**config.mk**
```make
export PLATFORM = sky130hd
export DESIGN_NAME = motor_feedback_frame_parser_unit
export DESIGN_NICKNAME = d
export VERILOG_FILES = /design/src/mfp_pkg.sv /design/src/motor_feedback_frame_parser_unit.sv /design/src/mfp_out_buf.sv
export SDC_FILE = /design/constraint.sdc
export NUM_CORES = 1
export LEC_CHECK = 0
export ABC_AREA = 1
export ABC_CLOCK_PERIOD_IN_PS = 6600
export BUFFER_PORTS_ARGS = -buffer_cell sky130_fd_sc_hd__buf_2
export CAP_MARGIN = 20
export CORE_MARGIN = 2
export CORE_UTILIZATION = 50
export DETAILED_ROUTE_END_ITERATION = 6
export GPL_TIMING_DRIVEN = 0
export PLACE_DENSITY = 0.71
export SLEW_MARGIN = 0
export SYNTH_ARGS = -nofsm -noshare
export SYNTH_HDL_FRONTEND = slang
export SYNTH_SLANG_ARGS = --single-unit
```
**constraint.sdc**
```tcl
create_clock -name clk_i -period 6.6 [get_ports clk_i]
set_clock_uncertainty 0.05 [all_clocks]
set_input_delay 0.66 -clock clk_i [delete_from_list [all_inputs] [get_ports clk_i]]
set_output_delay 0.66 -clock clk_i [all_outputs]
set_load 0.01 [all_outputs]
```
**src/mfp_pkg.sv**
```systemverilog
// Shared types, constants and the CRC-8/Maxim byte update for the motor
// feedback frame parser. No dependencies.
`default_nettype none

package mfp_pkg;

  localparam int unsigned ByteW  = 8;
  localparam int unsigned CountW = 4;

  localparam logic [CountW-1:0] FrameLen = 4'd10;  // bytes in a good frame
  localparam logic [CountW-1:0] CrcSpan  = 4'd9;   // bytes 0..8 enter the CRC
  localparam logic [CountW-1:0] CountSat = 4'd11;  // "more than ten"
  localparam logic [ByteW-1:0]  CrcPoly  = 8'h8C;  // reflected 0x31
  localparam logic [ByteW-1:0]  CrcInit  = 8'h00;

  typedef enum logic [1:0] {
    ST_OK           = 2'd0,
    ST_BAD_LEN      = 2'd1,
    ST_ID_MISMATCH  = 2'd2,
    ST_CRC_MISMATCH = 2'd3
  } status_e;

  typedef struct packed {
    status_e            status;
    logic [ByteW-1:0]   drive_mode;
    logic signed [15:0] torque_current;
    logic signed [15:0] shaft_speed;
    logic [15:0]        shaft_position;
    logic [ByteW-1:0]   fault;
  } result_t;

  // LSB-first CRC-8/Maxim, one byte
  function automatic logic [ByteW-1:0] crc_update(input logic [ByteW-1:0] crc,
                                                  input logic [ByteW-1:0] b);
    logic [ByteW-1:0] c;
    c = crc ^ b;
    for (int i = 0; i < 8; i++) begin
      if (c[0]) begin
        c = (c >> 1) ^ CrcPoly;
      end else begin
        c = c >> 1;
      end
    end
    return c;
  endfunction

endpackage

`default_nettype wire

```
**src/motor_feedback_frame_parser_unit.sv**
```systemverilog
// Motor feedback frame parser: byte counter, running CRC-8/Maxim, field
// capture and frame checks. Depends on mfp_pkg and mfp_out_buf.
//
// Usage:
//   Input channel (in_valid_i / in_stall_o) carries one frame byte per beat,
//   frame_end_i set on the last byte. Output channel (out_valid_o /
//   out_stall_i) carries one result per frame: status plus decoded fields,
//   fields zero unless status is ok.
//   A byte is taken every cycle while in_stall_o is low. The result of a
//   frame is registered when its last byte is accepted; the CRC update is an
//   8-step unrolled xor network evaluated in the accepting cycle.
//   The output holds a result register and one skid entry, so bytes keep
//   flowing while a result waits; in_stall_o goes high only once both are
//   occupied, i.e. after the receiver has stalled a result and another
//   frame has finished behind it. Reset clears the byte count, the CRC and
//   expected_id, and drops any pending result. The user must write
//   expected_id with expected_id_we_i only while idle; the block does not enforce it.
`default_nettype none

module motor_feedback_frame_parser_unit (
  input  wire logic        clk_i,
  input  wire logic        rst_ni,
  // configuration
  input  wire logic        expected_id_we_i,
  input  wire logic [7:0]  expected_id_i,
  // byte input
  input  wire logic        in_valid_i,
  output logic             in_stall_o,
  input  wire logic [7:0]  rx_byte_i,
  input  wire logic        frame_end_i,
  // result output
  output logic             out_valid_o,
  input  wire logic        out_stall_i,
  output logic [1:0]       status_o,
  output logic [7:0]       drive_mode_o,
  output logic signed [15:0] torque_current_o,
  output logic signed [15:0] shaft_speed_o,
  output logic [15:0]      shaft_position_o,
  output logic [7:0]       fault_o
);
  import mfp_pkg::*;

  logic [ByteW-1:0]  expected_id_q;
  logic [CountW-1:0] byte_count_q, byte_count_d;
  logic [ByteW-1:0]  crc_q, crc_d;
  logic [ByteW-1:0]  id_seen_q;
  logic [ByteW-1:0]  payload_q [8];

  logic              accept;
  logic [CountW-1:0] count_inc;
  logic [2:0]        pay_idx;
  status_e           status;
  result_t           res;
  result_t           out_data;
  logic              buf_full;

  assign in_stall_o = buf_full;
  assign accept     = in_valid_i & ~buf_full;
  assign count_inc  = (byte_count_q < CountSat) ? byte_count_q + 4'd1 : byte_count_q;
  assign pay_idx    = 3'(byte_count_q - 4'd1);

  always_comb begin
    byte_count_d = byte_count_q;
    crc_d        = crc_q;
    if (accept) begin
      if (frame_end_i) begin
        byte_count_d = '0;
        crc_d        = CrcInit;
      end else begin
        byte_count_d = count_inc;
        if (byte_count_q < CrcSpan) begin
          crc_d = crc_update(crc_q, rx_byte_i);
        end
      end
    end
  end

  always_ff @(posedge clk_i or negedge rst_ni) begin
    if (!rst_ni) begin
      expected_id_q <= '0;
      byte_count_q  <= '0;
      crc_q         <= CrcInit;
    end else begin
      if (expected_id_we_i) begin
        expected_id_q <= expected_id_i;
      end
      byte_count_q <= byte_count_d;
      crc_q        <= crc_d;
    end
  end

  // captured bytes; only read on a full-length frame, which rewrites them all
  always_ff @(posedge clk_i) begin
    if (accept) begin
      if (byte_count_q == '0) begin
        id_seen_q <= rx_byte_i;
      end else if (byte_count_q < CrcSpan) begin
        payload_q[pay_idx] <= rx_byte_i;
      end
    end
  end

  // the check byte is the current byte on a well-formed last beat
  always_comb begin
    if (count_inc != FrameLen) begin
      status = ST_BAD_LEN;
    end else if (id_seen_q != expected_id_q) begin
      status = ST_ID_MISMATCH;
    end else if (crc_q != rx_byte_i) begin
      status = ST_CRC_MISMATCH;
    end else begin
      status = ST_OK;
    end
  end

  always_comb begin
    res        = '0;
    res.status = status;
    if (status == ST_OK) begin
      res.drive_mode     = payload_q[0];
      res.torque_current = {payload_q[1], payload_q[2]};
      res.shaft_speed    = {payload_q[3], payload_q[4]};
      res.shaft_position = {payload_q[5], payload_q[6]};
      res.fault          = payload_q[7];
    end
  end

  mfp_out_buf u_out_buf (
    .clk_i       (clk_i),
    .rst_ni      (rst_ni),
    .push_i      (accept & frame_end_i),
    .push_data_i (res),
    .full_o      (buf_full),
    .valid_o     (out_valid_o),
    .stall_i     (out_stall_i),
    .data_o      (out_data)
  );

  assign status_o         = out_data.status;
  assign drive_mode_o     = out_data.drive_mode;
  assign torque_current_o = out_data.torque_current;
  assign shaft_speed_o    = out_data.shaft_speed;
  assign shaft_position_o = out_data.shaft_position;
  assign fault_o          = out_data.fault;

endmodule

`default_nettype wire

```
**src/mfp_out_buf.sv**
```systemverilog
// Result register plus one skid entry for the frame parser's output channel.
// Depends on mfp_pkg (result_t).
`default_nettype none

module mfp_out_buf (
  input  wire logic            clk_i,
  input  wire logic            rst_ni,
  input  wire logic            push_i,
  input  wire mfp_pkg::result_t push_data_i,
  output logic                 full_o,
  output logic                 valid_o,
  input  wire logic            stall_i,
  output mfp_pkg::result_t     data_o
);
  import mfp_pkg::*;

  logic    out_valid_q, out_valid_d;
  logic    skid_valid_q, skid_valid_d;
  result_t out_q, out_d;
  result_t skid_q, skid_d;
  logic    pop;

  assign pop = out_valid_q & ~stall_i;

  always_comb begin
    out_valid_d  = out_valid_q;
    skid_valid_d = skid_valid_q;
    out_d        = out_q;
    skid_d       = skid_q;
    if (skid_valid_q) begin
      // upstream is held off while the skid entry is occupied
      if (pop) begin
        out_d        = skid_q;
        skid_valid_d = 1'b0;
      end
    end else if (push_i) begin
      if (!out_valid_q || pop) begin
        out_d       = push_data_i;
        out_valid_d = 1'b1;
      end else begin
        skid_d       = push_data_i;
        skid_valid_d = 1'b1;
      end
    end else if (pop) begin
      out_valid_d = 1'b0;
    end
  end

  always_ff @(posedge clk_i or negedge rst_ni) begin
    if (!rst_ni) begin
      out_valid_q  <= 1'b0;
      skid_valid_q <= 1'b0;
    end else begin
      out_valid_q  <= out_valid_d;
      skid_valid_q <= skid_valid_d;
    end
  end

  always_ff @(posedge clk_i) begin
    out_q  <= out_d;
    skid_q <= skid_d;
  end

  assign full_o  = skid_valid_q;
  assign valid_o = out_valid_q;
  assign data_o  = out_q;

endmodule

`default_nettype wire

```
Word level (Yosys, flattened, before mapping)

Memories as Yosys holds them, arrays and structs flattened.
Index checks and enable logic that the tools add are counted.
Widths: inputs -> output; s select.

Register bits: 162
Memory bits (writable): 64
Input bits: 22
Memories kept: 1

Add/subtract/negate cells: 2
Order comparisons: 2
Equality and inequality tests: 5
Mux-type cells: 52
Bitwise logic cells: 15
Reduce and logical (&&, ||, !) cells: 13

Memories:

| memory    | words | width | rd ports | clocked after Yosys merged registers in | wr ports | line                                   | RTL |
|---|---|---|---|---|---|---|---|
| payload_q | 8     | 8     | 8        | 0                                       | 1        | motor_feedback_frame_parser_unit.sv:47 | `logic [ByteW-1:0] payload_q [8];` |

Operator list:

| kind                | count |
|---|---|
| $mux 66             | 4 |
| $mux 8              | 31 |
| $mux 64             | 1 |
| $not 2->3           | 8 |
| $ne 8x8->1          | 2 |
| $mux 1              | 11 |
| $reduce_and 3->1    | 3 |
| $lt 4x4->1 const B  | 2 |
| $mux 4              | 2 |
| $reduce_bool 2->1   | 4 |
| $xor 8x8->8         | 1 |
| $mux 2              | 3 |
| $add 4x1->4 const B | 1 |
| $logic_not 4->1     | 1 |
| $ne 2x2->1 const B  | 2 |
| $ne 4x4->1 const B  | 1 |
| $reduce_and 2->1    | 2 |
| $and 1x1->1         | 3 |
| $not 1->1           | 3 |
| $sub 3x1->3 const B | 1 |
| $logic_not 2->1     | 1 |
| $logic_not 1->1     | 1 |
| $logic_or 1x1->1    | 1 |

Longest topological paths before layout

Gate-level depths: netlist of run 1.

Depth after elaboration: 40
Mapped depth: 13
Mapped depth without buffers: 12

By module

A second synthesis of run 1 with hierarchy kept.

Cell total of the unflattened synthesis: 778
Area total of the unflattened synthesis: 9,170.0 µm²

By module, submodules not included:

| module                           | times used | cells an instance | area each (µm²) | seq. area each (µm²) |
|---|---|---|---|---|
| mfp_out_buf                      | 1          | 366               | 4,929.7         | 4,013.8 |
| motor_feedback_frame_parser_unit | 1          | 412               | 4,240.3         | 2,662.6 |

Worst setup path before layout of run 1

No wires, ideal clock.

Path type: register -> register
Start: register u_out_buf.skid_valid_q (netlist: u_out_buf.full_o)
End: register u_out_buf.out_q (netlist bit u_out_buf.data_o[0]) (enable)
Arrival: 5.795 ns
Setup slack: 0.164 ns
Cell stages (with the launch flop): 5
Buffers on the path: 2
Clock period less this slack: 6.436 ns
Cells stage by stage: dfrtp_1 -> clkbuf_1 -> clkbuf_1 -> nand2_1 -> a21boi_0

Longest elaborated chain between the ends: 5

Ends and longest elaborated chain:

| item                                  | line                                    | RTL |
|---|---|---|
| from (decl)                           | mfp_out_buf.sv:18                       | `logic skid_valid_q, skid_valid_d;` |
| from (signal assigned)                | mfp_out_buf.sv:55                       | `skid_valid_q <= skid_valid_d;` |
| $not 1->1 (no source line)            | --                                      |  |
| $and 1x1->1                           | motor_feedback_frame_parser_unit.sv:58  | `assign accept = in_valid_i & ~buf_full;` |
| $and 1x1->1                           | motor_feedback_frame_parser_unit.sv:131 | `.push_i (accept & frame_end_i),` |
| $reduce_bool 2->1 (no source line)    | --                                      |  |
| $reduce_and 3->1 (no source line) (*) | --                                      |  |
| to (signal assigned)                  | mfp_out_buf.sv:60                       | `out_q <= out_d;` |
| to (decl)                             | mfp_out_buf.sv:19                       | `result_t out_q, out_d;` |

Mark *: on every way between the ends. The rest lies on a longest branch, timed or not.
A chain may end at the register's enable or synchronous reset.

Worst setup path in the final report of run 1

Start: register u_out_buf.skid_valid_q (netlist: u_out_buf.full_o)
End: register u_out_buf.skid_q[54] (netlist name) (enable)

Longest elaborated chain between the ends: 4

Ends and longest elaborated chain:

| item                                  | line                                    | RTL |
|---|---|---|
| $not 1->1 (no source line) (*)        | --                                      |  |
| $and 1x1->1                           | motor_feedback_frame_parser_unit.sv:58  |  |
| $and 1x1->1                           | motor_feedback_frame_parser_unit.sv:131 |  |
| $reduce_and 3->1 (no source line) (*) | --                                      |  |
| to (signal assigned)                  | mfp_out_buf.sv:61                       | `skid_q <= skid_d;` |
| to (decl)                             | mfp_out_buf.sv:20                       | `result_t skid_q, skid_d;` |

Marked as above.

==> out/metrics.csv, run 1 <==
stage,metric,value,unit
outcome,outcome,"finished, final reports clean",
grt,first-pass GRT wire length,29000,um
floorplanning,full die area,0.0203,mm^2
drt,Vias,5736,
placement,PortBufs,88,
drt,WL per Instance,16.3,um
worst_setup_path,reg2reg end,u_out_buf.skid_q[54],
clock_tree,CTS H-tree depth,1,
drt,drt first-iter violations,440,
worst_setup_path,CP required,6750,ps
worst_hold_path,Worst Hold Class,input pin to asynchronous set/reset pin,
worst_setup_path,CP Launch Type,flip-flop,
floorplanning,core region area,0.0188,mm^2
final_layout,Area Overhead vs Synth,16.1,%
worst_setup_path,CP startpoint,u_out_buf.full_o,
clock_tree,latest clock arrival within the worst-skew pair,500,ps
grt,met2 Use GR,0.316,
drt,final wirelength,18900,um
final_layout,share of cells above drive strength 1,0.251,
sta,Final Hold Viols,0,
sta,clock period minus worst slack,2440,ps
sta,Tcrit/Tclk final,0.370,
pwr,VDD IR max,0.176,mV
pwr,Pwr Density,368,mW/mm^2
sta,maximum clock rate,409,MHz
grt,layer with the highest usage,met2,
synth,Yosys reg bits,226,
final_layout,final net count,932,
sta,final-report max-slew violation count,0,
floorplanning,num rows,50,
drt,DR vias/cell,4.96,
grt,GR Layer Usage met3,0.0269,
synth,Cells after Synth,789,
worst_setup_path,r2r setup slk,4160,ps
floorplanning,Chip Width,143,um
worst_setup_path,crit path capture type,flip-flop,
placement,Place WS,4010,ps
placement,Post-DP HPWL,12100,um
placement,Final Wtd Congestion,0.852,
synth,"Net Count, Synth",813,
clock_tree,clk sinks,226,
synth,synthesized area per cell,12.2,um^2
sta,RSZ-0062 raised after global routing,no,
sta,Worst Max-Slew Pin Slew,852,ps
clock_tree,CTS Hold Bufs,0,
grt,largest net degree at the start of global routing,35,
synth,mapped cell area,0.00959,mm^2
final_layout,fin util,0.593,
sta,setup TNS,0,ps
drt,drt first pass iters,5,
clock_tree,CTS tree,done,
clock_tree,clock root buffer,clkbuf_16,
worst_setup_path,CP max FO,34,
synth,"Distinct cells, synth",30,
drt,antenna-violating nets left,0,
sta,Setup Viol. Count Final,0,
grt,grt met1 use,0.258,
synth,number of synthesis warnings,0,
grt,GR Overflow Total,0,
sta,Slew HR,0.430,
floorplanning,die span in y,143,um
clock_tree,Max clock buf depth,3,
grt,Total GRT Usage,0.188,
sta,final hold slack,75.0,ps
worst_setup_path,crit path to,u_out_buf.skid_q[54],
worst_setup_path,Reg-to-Reg Start,u_out_buf.full_o,
grt,antenna violations before repair,0,
clock_tree,number of setup buffers added after CTS,0,
grt,number of global-route vias before repair,5399,
final_layout,Non-Filler Instances,1157,
clock_tree,CTS clock-pin slew for the worst setup and hold paths,60,ps
clock_tree,total CTS buffers,24,
final_layout,ANT cells,0,
synth,register area share after synthesis,0.696,
drt,DRC violations left,0,
worst_setup_path,Worst R2R Path Depth,8,
run,max-cap violation count,0,
worst_setup_path,CP Data Arrival Time,2590,ps
placement,Inst Count DP,1116,
pwr,total chip power,4.10,mW
clock_tree,post-CTS sizing,0,
floorplanning,total I/O pin count,90,
placement,Area after DPL,0.0104,mm^2
final_layout,Layout Cell Area excl Fill,0.0111,mm^2
worst_setup_path,Crit Path Class,flip-flop to flip-flop,
floorplanning,Starting Density,0.511,
pwr,leak pwr,4.65,nW
sta,final setup margin,4160,ps
worst min path at each step:
stage                                     from              endpoint  slack, ps  cells past startpoint
after global routing                    rst_ni              crc_q[7]        120                      1
after detailed placement  u_out_buf.skid_q[40]  u_out_buf.data_o[40]        450                      2
after floorplan                         rst_ni       byte_count_q[0]        310                      0
final                                   rst_ni              crc_q[7]         70                      1
after global placement    u_out_buf.skid_q[59]  u_out_buf.data_o[59]        450                      2
after CTS                               rst_ni              crc_q[7]         80                      1
cell usage in the layout, fill, tap and decap left out, types with 8 or more instances in the layout:
master,n
buf_12,9
nand3_2,61
buf_2,101
nand3_1,24
clkbuf_1,14
dfrtp_1,22
nand2_1,212
nor2_1,84
mux2_2,8
o21ai_0,8
clkbuf_16,25
edfxtp_1,204
xor2_1,12
inv_1,87
Yosys cell counts:
cell type / number / area share
inv_8: 1 / 0.0012
mux2_2: 8 / 0.0094
inv_2: 7 / 0.0027
nor2_4: 1 / 0.0012
nand3_1: 24 / 0.013
ha_1: 2 / 0.0026
a21oi_1: 1 / 0.00052
nand2_1: 212 / 0.083
o21ai_0: 8 / 0.0042
xnor2_1: 6 / 0.0055
inv_1: 87 / 0.034
nand3_2: 61 / 0.064
dfrtp_1: 22 / 0.057
clkbuf_1: 10 / 0.0039
nor3_1: 2 / 0.0010
a21boi_0: 1 / 0.00078
nor2_1: 85 / 0.033
edfxtp_1: 204 / 0.64
nor2_8: 1 / 0.0021
nor2_2: 2 / 0.0013
nand2_4: 1 / 0.0012
nand3_4: 2 / 0.0037
o21ai_1: 2 / 0.0010
xor2_1: 12 / 0.011
nand2_2: 4 / 0.0026
buf_12: 6 / 0.013
o22ai_1: 3 / 0.0020
buf_2: 12 / 0.0063
clkinv_1: 1 / 0.00039
nand4_1: 1 / 0.00065
power by group:
part	internal (mW)	total, mW	switching (mW)
Sequential	1.85	1.94	0.0917
Clock	0.684	1.19	0.510
Combinational	0.290	0.966	0.677
kinds of logic after synthesis:
| group | share of synthesized area |
|---|---|
| XOR/XNOR | 0.0164 |
| adder cells (fa/ha/maj) | 0.00261 |
| buffers and inverters | 0.0610 |
| multiplexers | 0.00939 |
| AND/OR/NAND/NOR | 0.206 |
| flip-flops | 0.696 |
| AO/OA/AOI/OAI | 0.00848 |
critical path: stages, from the launching register on:
cell and delay (ps):
dfrtp_1 390, clkbuf_1 190, inv_2 90, nand2_1 110
inv_1 180, nand2_1 190, nor2_4 440, buf_16 240
buf_12 230
area by class of cell:
cell class / count / area, um^2
Clock buffer: 29 / 641
Clock inverter: 12 / 55.1
Multi-Input combinational cell: 439 / 2350
Fill cell: 1464 / 7630
Sequential cell: 226 / 6680
Buffer: 28 / 218
Inverter: 96 / 368
Timing Repair Buffer: 93 / 533
Tap cell: 234 / 293
state kept, by name (all words and copies together) (netlist names):
register	flops
u_out_buf.data_o	66
crc_q	8
byte_count_q	4
u_out_buf.valid_o	1
u_out_buf.skid_q	66
expected_id_q	8
payload_q	64
id_seen_q	8
u_out_buf.full_o	1
per-layer routing:
layer	vias up	wire [um]
met5	-	0
met4	0	397
met3	33	828
met2	144	9320
met1	2701	8340
li1	2858	-
Note: power is estimated with default switching activity, not from simulation.
==> inputs of run 2 (changes only) <==
--- a/config.mk
+++ b/config.mk
@@ -6,14 +6,14 @@
 export NUM_CORES = 1
 export LEC_CHECK = 0
 export ABC_AREA = 1
-export ABC_CLOCK_PERIOD_IN_PS = 6600
+export ABC_CLOCK_PERIOD_IN_PS = 2550
 export BUFFER_PORTS_ARGS = -buffer_cell sky130_fd_sc_hd__buf_2
 export CAP_MARGIN = 20
 export CORE_MARGIN = 2
 export CORE_UTILIZATION = 50
 export DETAILED_ROUTE_END_ITERATION = 6
 export GPL_TIMING_DRIVEN = 0
-export PLACE_DENSITY = 0.71
+export PLACE_DENSITY = 0.68
 export SLEW_MARGIN = 0
 export SYNTH_ARGS = -nofsm -noshare
 export SYNTH_HDL_FRONTEND = slang
==> constraint.sdc (replaced) <==
create_clock -name clk_i -period 2.55 [get_ports clk_i]
set_clock_uncertainty 0.05 [all_clocks]
set_input_delay 0.255 -clock clk_i [delete_from_list [all_inputs] [get_ports clk_i]]
set_output_delay 0.255 -clock clk_i [all_outputs]
set_load 0.01 [all_outputs]
==> run 2 against run 1 <==
Effect of this change:
- first-iteration DRC count is 8.6% higher
- core utilization grew 0.95 points
- setup slack lost 4100 ps
- clock power rose to 2.6 times the previous value
- critical path depth decreased by 1
- die area unchanged
- non-clock buffer count is 15 higher
- critical endpoint is now payload_q[4][1]
- combinational power grew to 2.7 times the previous value
- via count rose by 1.7%
- total power rose to 2.6 times the previous value
- global-route usage down 0.17 points
==> out/metrics.csv, run 2 (synthesized netlist as in run 1, its figures left out) <==
stage,metric,value,unit,change
drt,final wirelength,18700,um,was 18900 um
pwr,VDD IR max,0.601,mV,was 0.176 mV
worst_setup_path,Critical-path top delay cell,nor2_1,,was nor2_4
grt,antenna violations before repair,0,,unchanged
worst_setup_path,CP startpoint,byte_count_q[0],,was u_out_buf.full_o
worst_setup_path,Worst R2R Path Depth,7,,was 8
clock_tree,CTS H-tree depth,1,,unchanged
worst_setup_path,buffers plus inverters on the worst setup path,2,,was 5
final_layout,# fillers,1474,,was 1464
drt,DR vias/cell,4.98,,was 4.96
pwr,Pwr Density,949,mW/mm^2,was 368 mW/mm^2
sta,final-report max-slew violation count,0,,unchanged
worst_hold_path,"Endpoint, Worst Hold",u_out_buf.full_o,,
clock_tree,Max clock buf depth,3,,unchanged
placement,Final Wtd Congestion,0.849,,was 0.852
outcome,outcome,"finished, final reports clean",,unchanged
worst_setup_path,Crit Path Class,flip-flop to flip-flop,,unchanged
floorplanning,num rows,50,,unchanged
sta,RSZ-0062 raised after global routing,yes,,was no
placement,Area after DPL,0.0105,mm^2,was 0.0104 mm^2
grt,number of global-route vias before repair,5598,,was 5399
floorplanning,Chip Width,143,um,unchanged
worst_setup_path,CP Launch Type,flip-flop,,unchanged
clock_tree,CTS tree,done,,unchanged
clock_tree,total CTS buffers,24,,unchanged
drt,DRC violations left,0,,unchanged
clock_tree,clock root buffer,clkbuf_16,,unchanged
final_layout,Layout Cell Area excl Fill,0.0113,mm^2,was 0.0111 mm^2
worst_setup_path,CP max FO,8,,was 34
worst_setup_path,CP required,2630,ps,was 6750 ps
floorplanning,die span in y,143,um,unchanged
floorplanning,core region area,0.0188,mm^2,unchanged
floorplanning,Starting Density,0.511,,unchanged
final_layout,share of cells above drive strength 1,0.259,,was 0.251
worst_setup_path,Reg-to-Reg Start,byte_count_q[0],,was u_out_buf.full_o
placement,PortBufs,88,,unchanged
worst_setup_path,crit-path cells,inv_1 > ha_1 > inv_1 > nor2_1 > nor3_1 > nand2_1 > nor2_1,,was clkbuf_1 > inv_2 > nand2_1 > inv_1 > nand2_1 > nor2_4 > buf_16 > buf_12
drt,drt first-iter violations,478,,was 440
sta,Worst Max-Slew Pin Slew,810,ps,was 852 ps
clock_tree,latest clock arrival within the worst-skew pair,500,ps,about the same
clock_tree,CTS clock-pin slew for the worst setup and hold paths,60,ps,about the same
sta,clock period minus worst slack,2510,ps,was 2440 ps
worst_setup_path,"CP delay by family, top",simple AND/OR/NAND/NOR gates,,was buffers and inverters
worst_setup_path,crit-path max cell delay,650,ps,was 440 ps
worst_setup_path,reg2reg end,payload_q[4][1],,was u_out_buf.skid_q[54]
worst_setup_path,r2r setup slk,40,ps,was 4160 ps
grt,Total GRT Usage,0.186,,was 0.188
sta,Setup Viol. Count Final,0,,unchanged
sta,maximum clock rate,399,MHz,was 409 MHz
final_layout,ANT cells,0,,unchanged
worst_setup_path,crit path capture type,flip-flop,,unchanged
drt,Vias,5831,,was 5736
drt,drt first pass iters,5,,unchanged
sta,setup TNS,0,ps,unchanged
worst_setup_path,CP Data Arrival Time,2580,ps,was 2590 ps
drt,WL per Instance,15.9,um,was 16.3 um
clock_tree,clk sinks,226,,unchanged
sta,Slew HR,0.458,,was 0.430
final_layout,"most common cell after layout, fill and taps aside",nand2_1,,unchanged
final_layout,"commonest cells after routing, fill and taps aside","nand2_1 (211), edfxtp_1 (204), buf_2 (101), inv_1 (87), nor2_1 (79)",,"was nand2_1 (212), edfxtp_1 (204), buf_2 (101), inv_1 (87), nor2_1 (84)"
worst_hold_path,hold path start,out_stall_i,,
placement,Post-DP HPWL,12100,um,about the same
pwr,leak pwr,4.73,nW,was 4.65 nW
grt,largest net degree at the start of global routing,34,,was 35
floorplanning,total I/O pin count,90,,unchanged
grt,first-pass GRT wire length,29100,um,was 29000 um
drt,antenna-violating nets left,0,,unchanged
worst_hold_path,worst hold path depth,3,,
sta,Final Hold Viols,0,,unchanged
pwr,total chip power,10.7,mW,was 4.10 mW
worst_hold_path,Worst Hold Class,input pin to flip-flop,,was input pin to asynchronous set/reset pin
grt,GR Overflow Total,0,,unchanged
final_layout,final net count,947,,was 932
final_layout,Area Overhead vs Synth,17.9,%,was 16.1%
run,max-cap violation count,0,,unchanged
floorplanning,full die area,0.0203,mm^2,unchanged
sta,Tcrit/Tclk final,0.982,,was 0.370
run 2: worst max path at each step:
stage                                       to  slack [ps]  cells after the start
after floorplan            u_out_buf.data_o[0]           1                      6
after global placement    u_out_buf.data_o[57]        -670                      6
after detailed placement  u_out_buf.skid_q[41]          60                      8
after CTS                      payload_q[3][5]          30                      7
after global routing           payload_q[6][6]        -190                      7
final                          payload_q[4][1]          40                      7
run 2: power breakdown:
group          switching (mW)  internal [mW]  leakage [nW]  total, mW
registers               0.236           4.78          2.19       5.01
clock network            1.32           1.78         0.331       3.10
logic                    1.79          0.835          2.20       2.62
run 2: area by class of cell:
class	count	area, um^2	share of cell area
multi-input combinational	439	2370	0.210
tap	234	293	0.0259
clock buffer	34	659	0.0583
sequential	226	6680	0.590
clock inverter	6	28.8	0.00254
timing repair buffer	108	696	0.0615
inverter	96	368	0.0325
buffer	28	220	0.0195
run 2: worst min-delay path, cell delays in order:
cell	delay (ps)
buf_2	110
o21ai_0	80
o21ai_0	70
run 2: metal layers:
metal  part of all wire  GRT usage  vias up
li1                   -          -     2876
met4              0.020     0.0505        0
met5                  0          0        -
met2               0.49      0.315      190
met3              0.060     0.0283       30
met1               0.43      0.253     2735
run 2: repair_timing:
| item | CTS | global route |
|---|---|---|
| hold endpoints to repair | 30 | 0 |
| endpoints found under the setup margin | 0 | 146 |
| hold buffers | 9 | 0 |
| gates resized for setup | 0 | 6 |
| buffers inserted | 0 | 6 |
run 2: through the flow:
step	utilization	setup slack (ps)	cells	hold slack, ps
5_1_grt	0.603	-185	1171	15.9
2_1_floorplan	-	1.32	789	-90.6
6_report	0.603	44.7	1171	11.2
4_1_cts	0.598	28.5	1164	14.1
3_3_place_gp	0.551	-668	1111	222
3_5_place_dp	0.557	56.9	1115	220
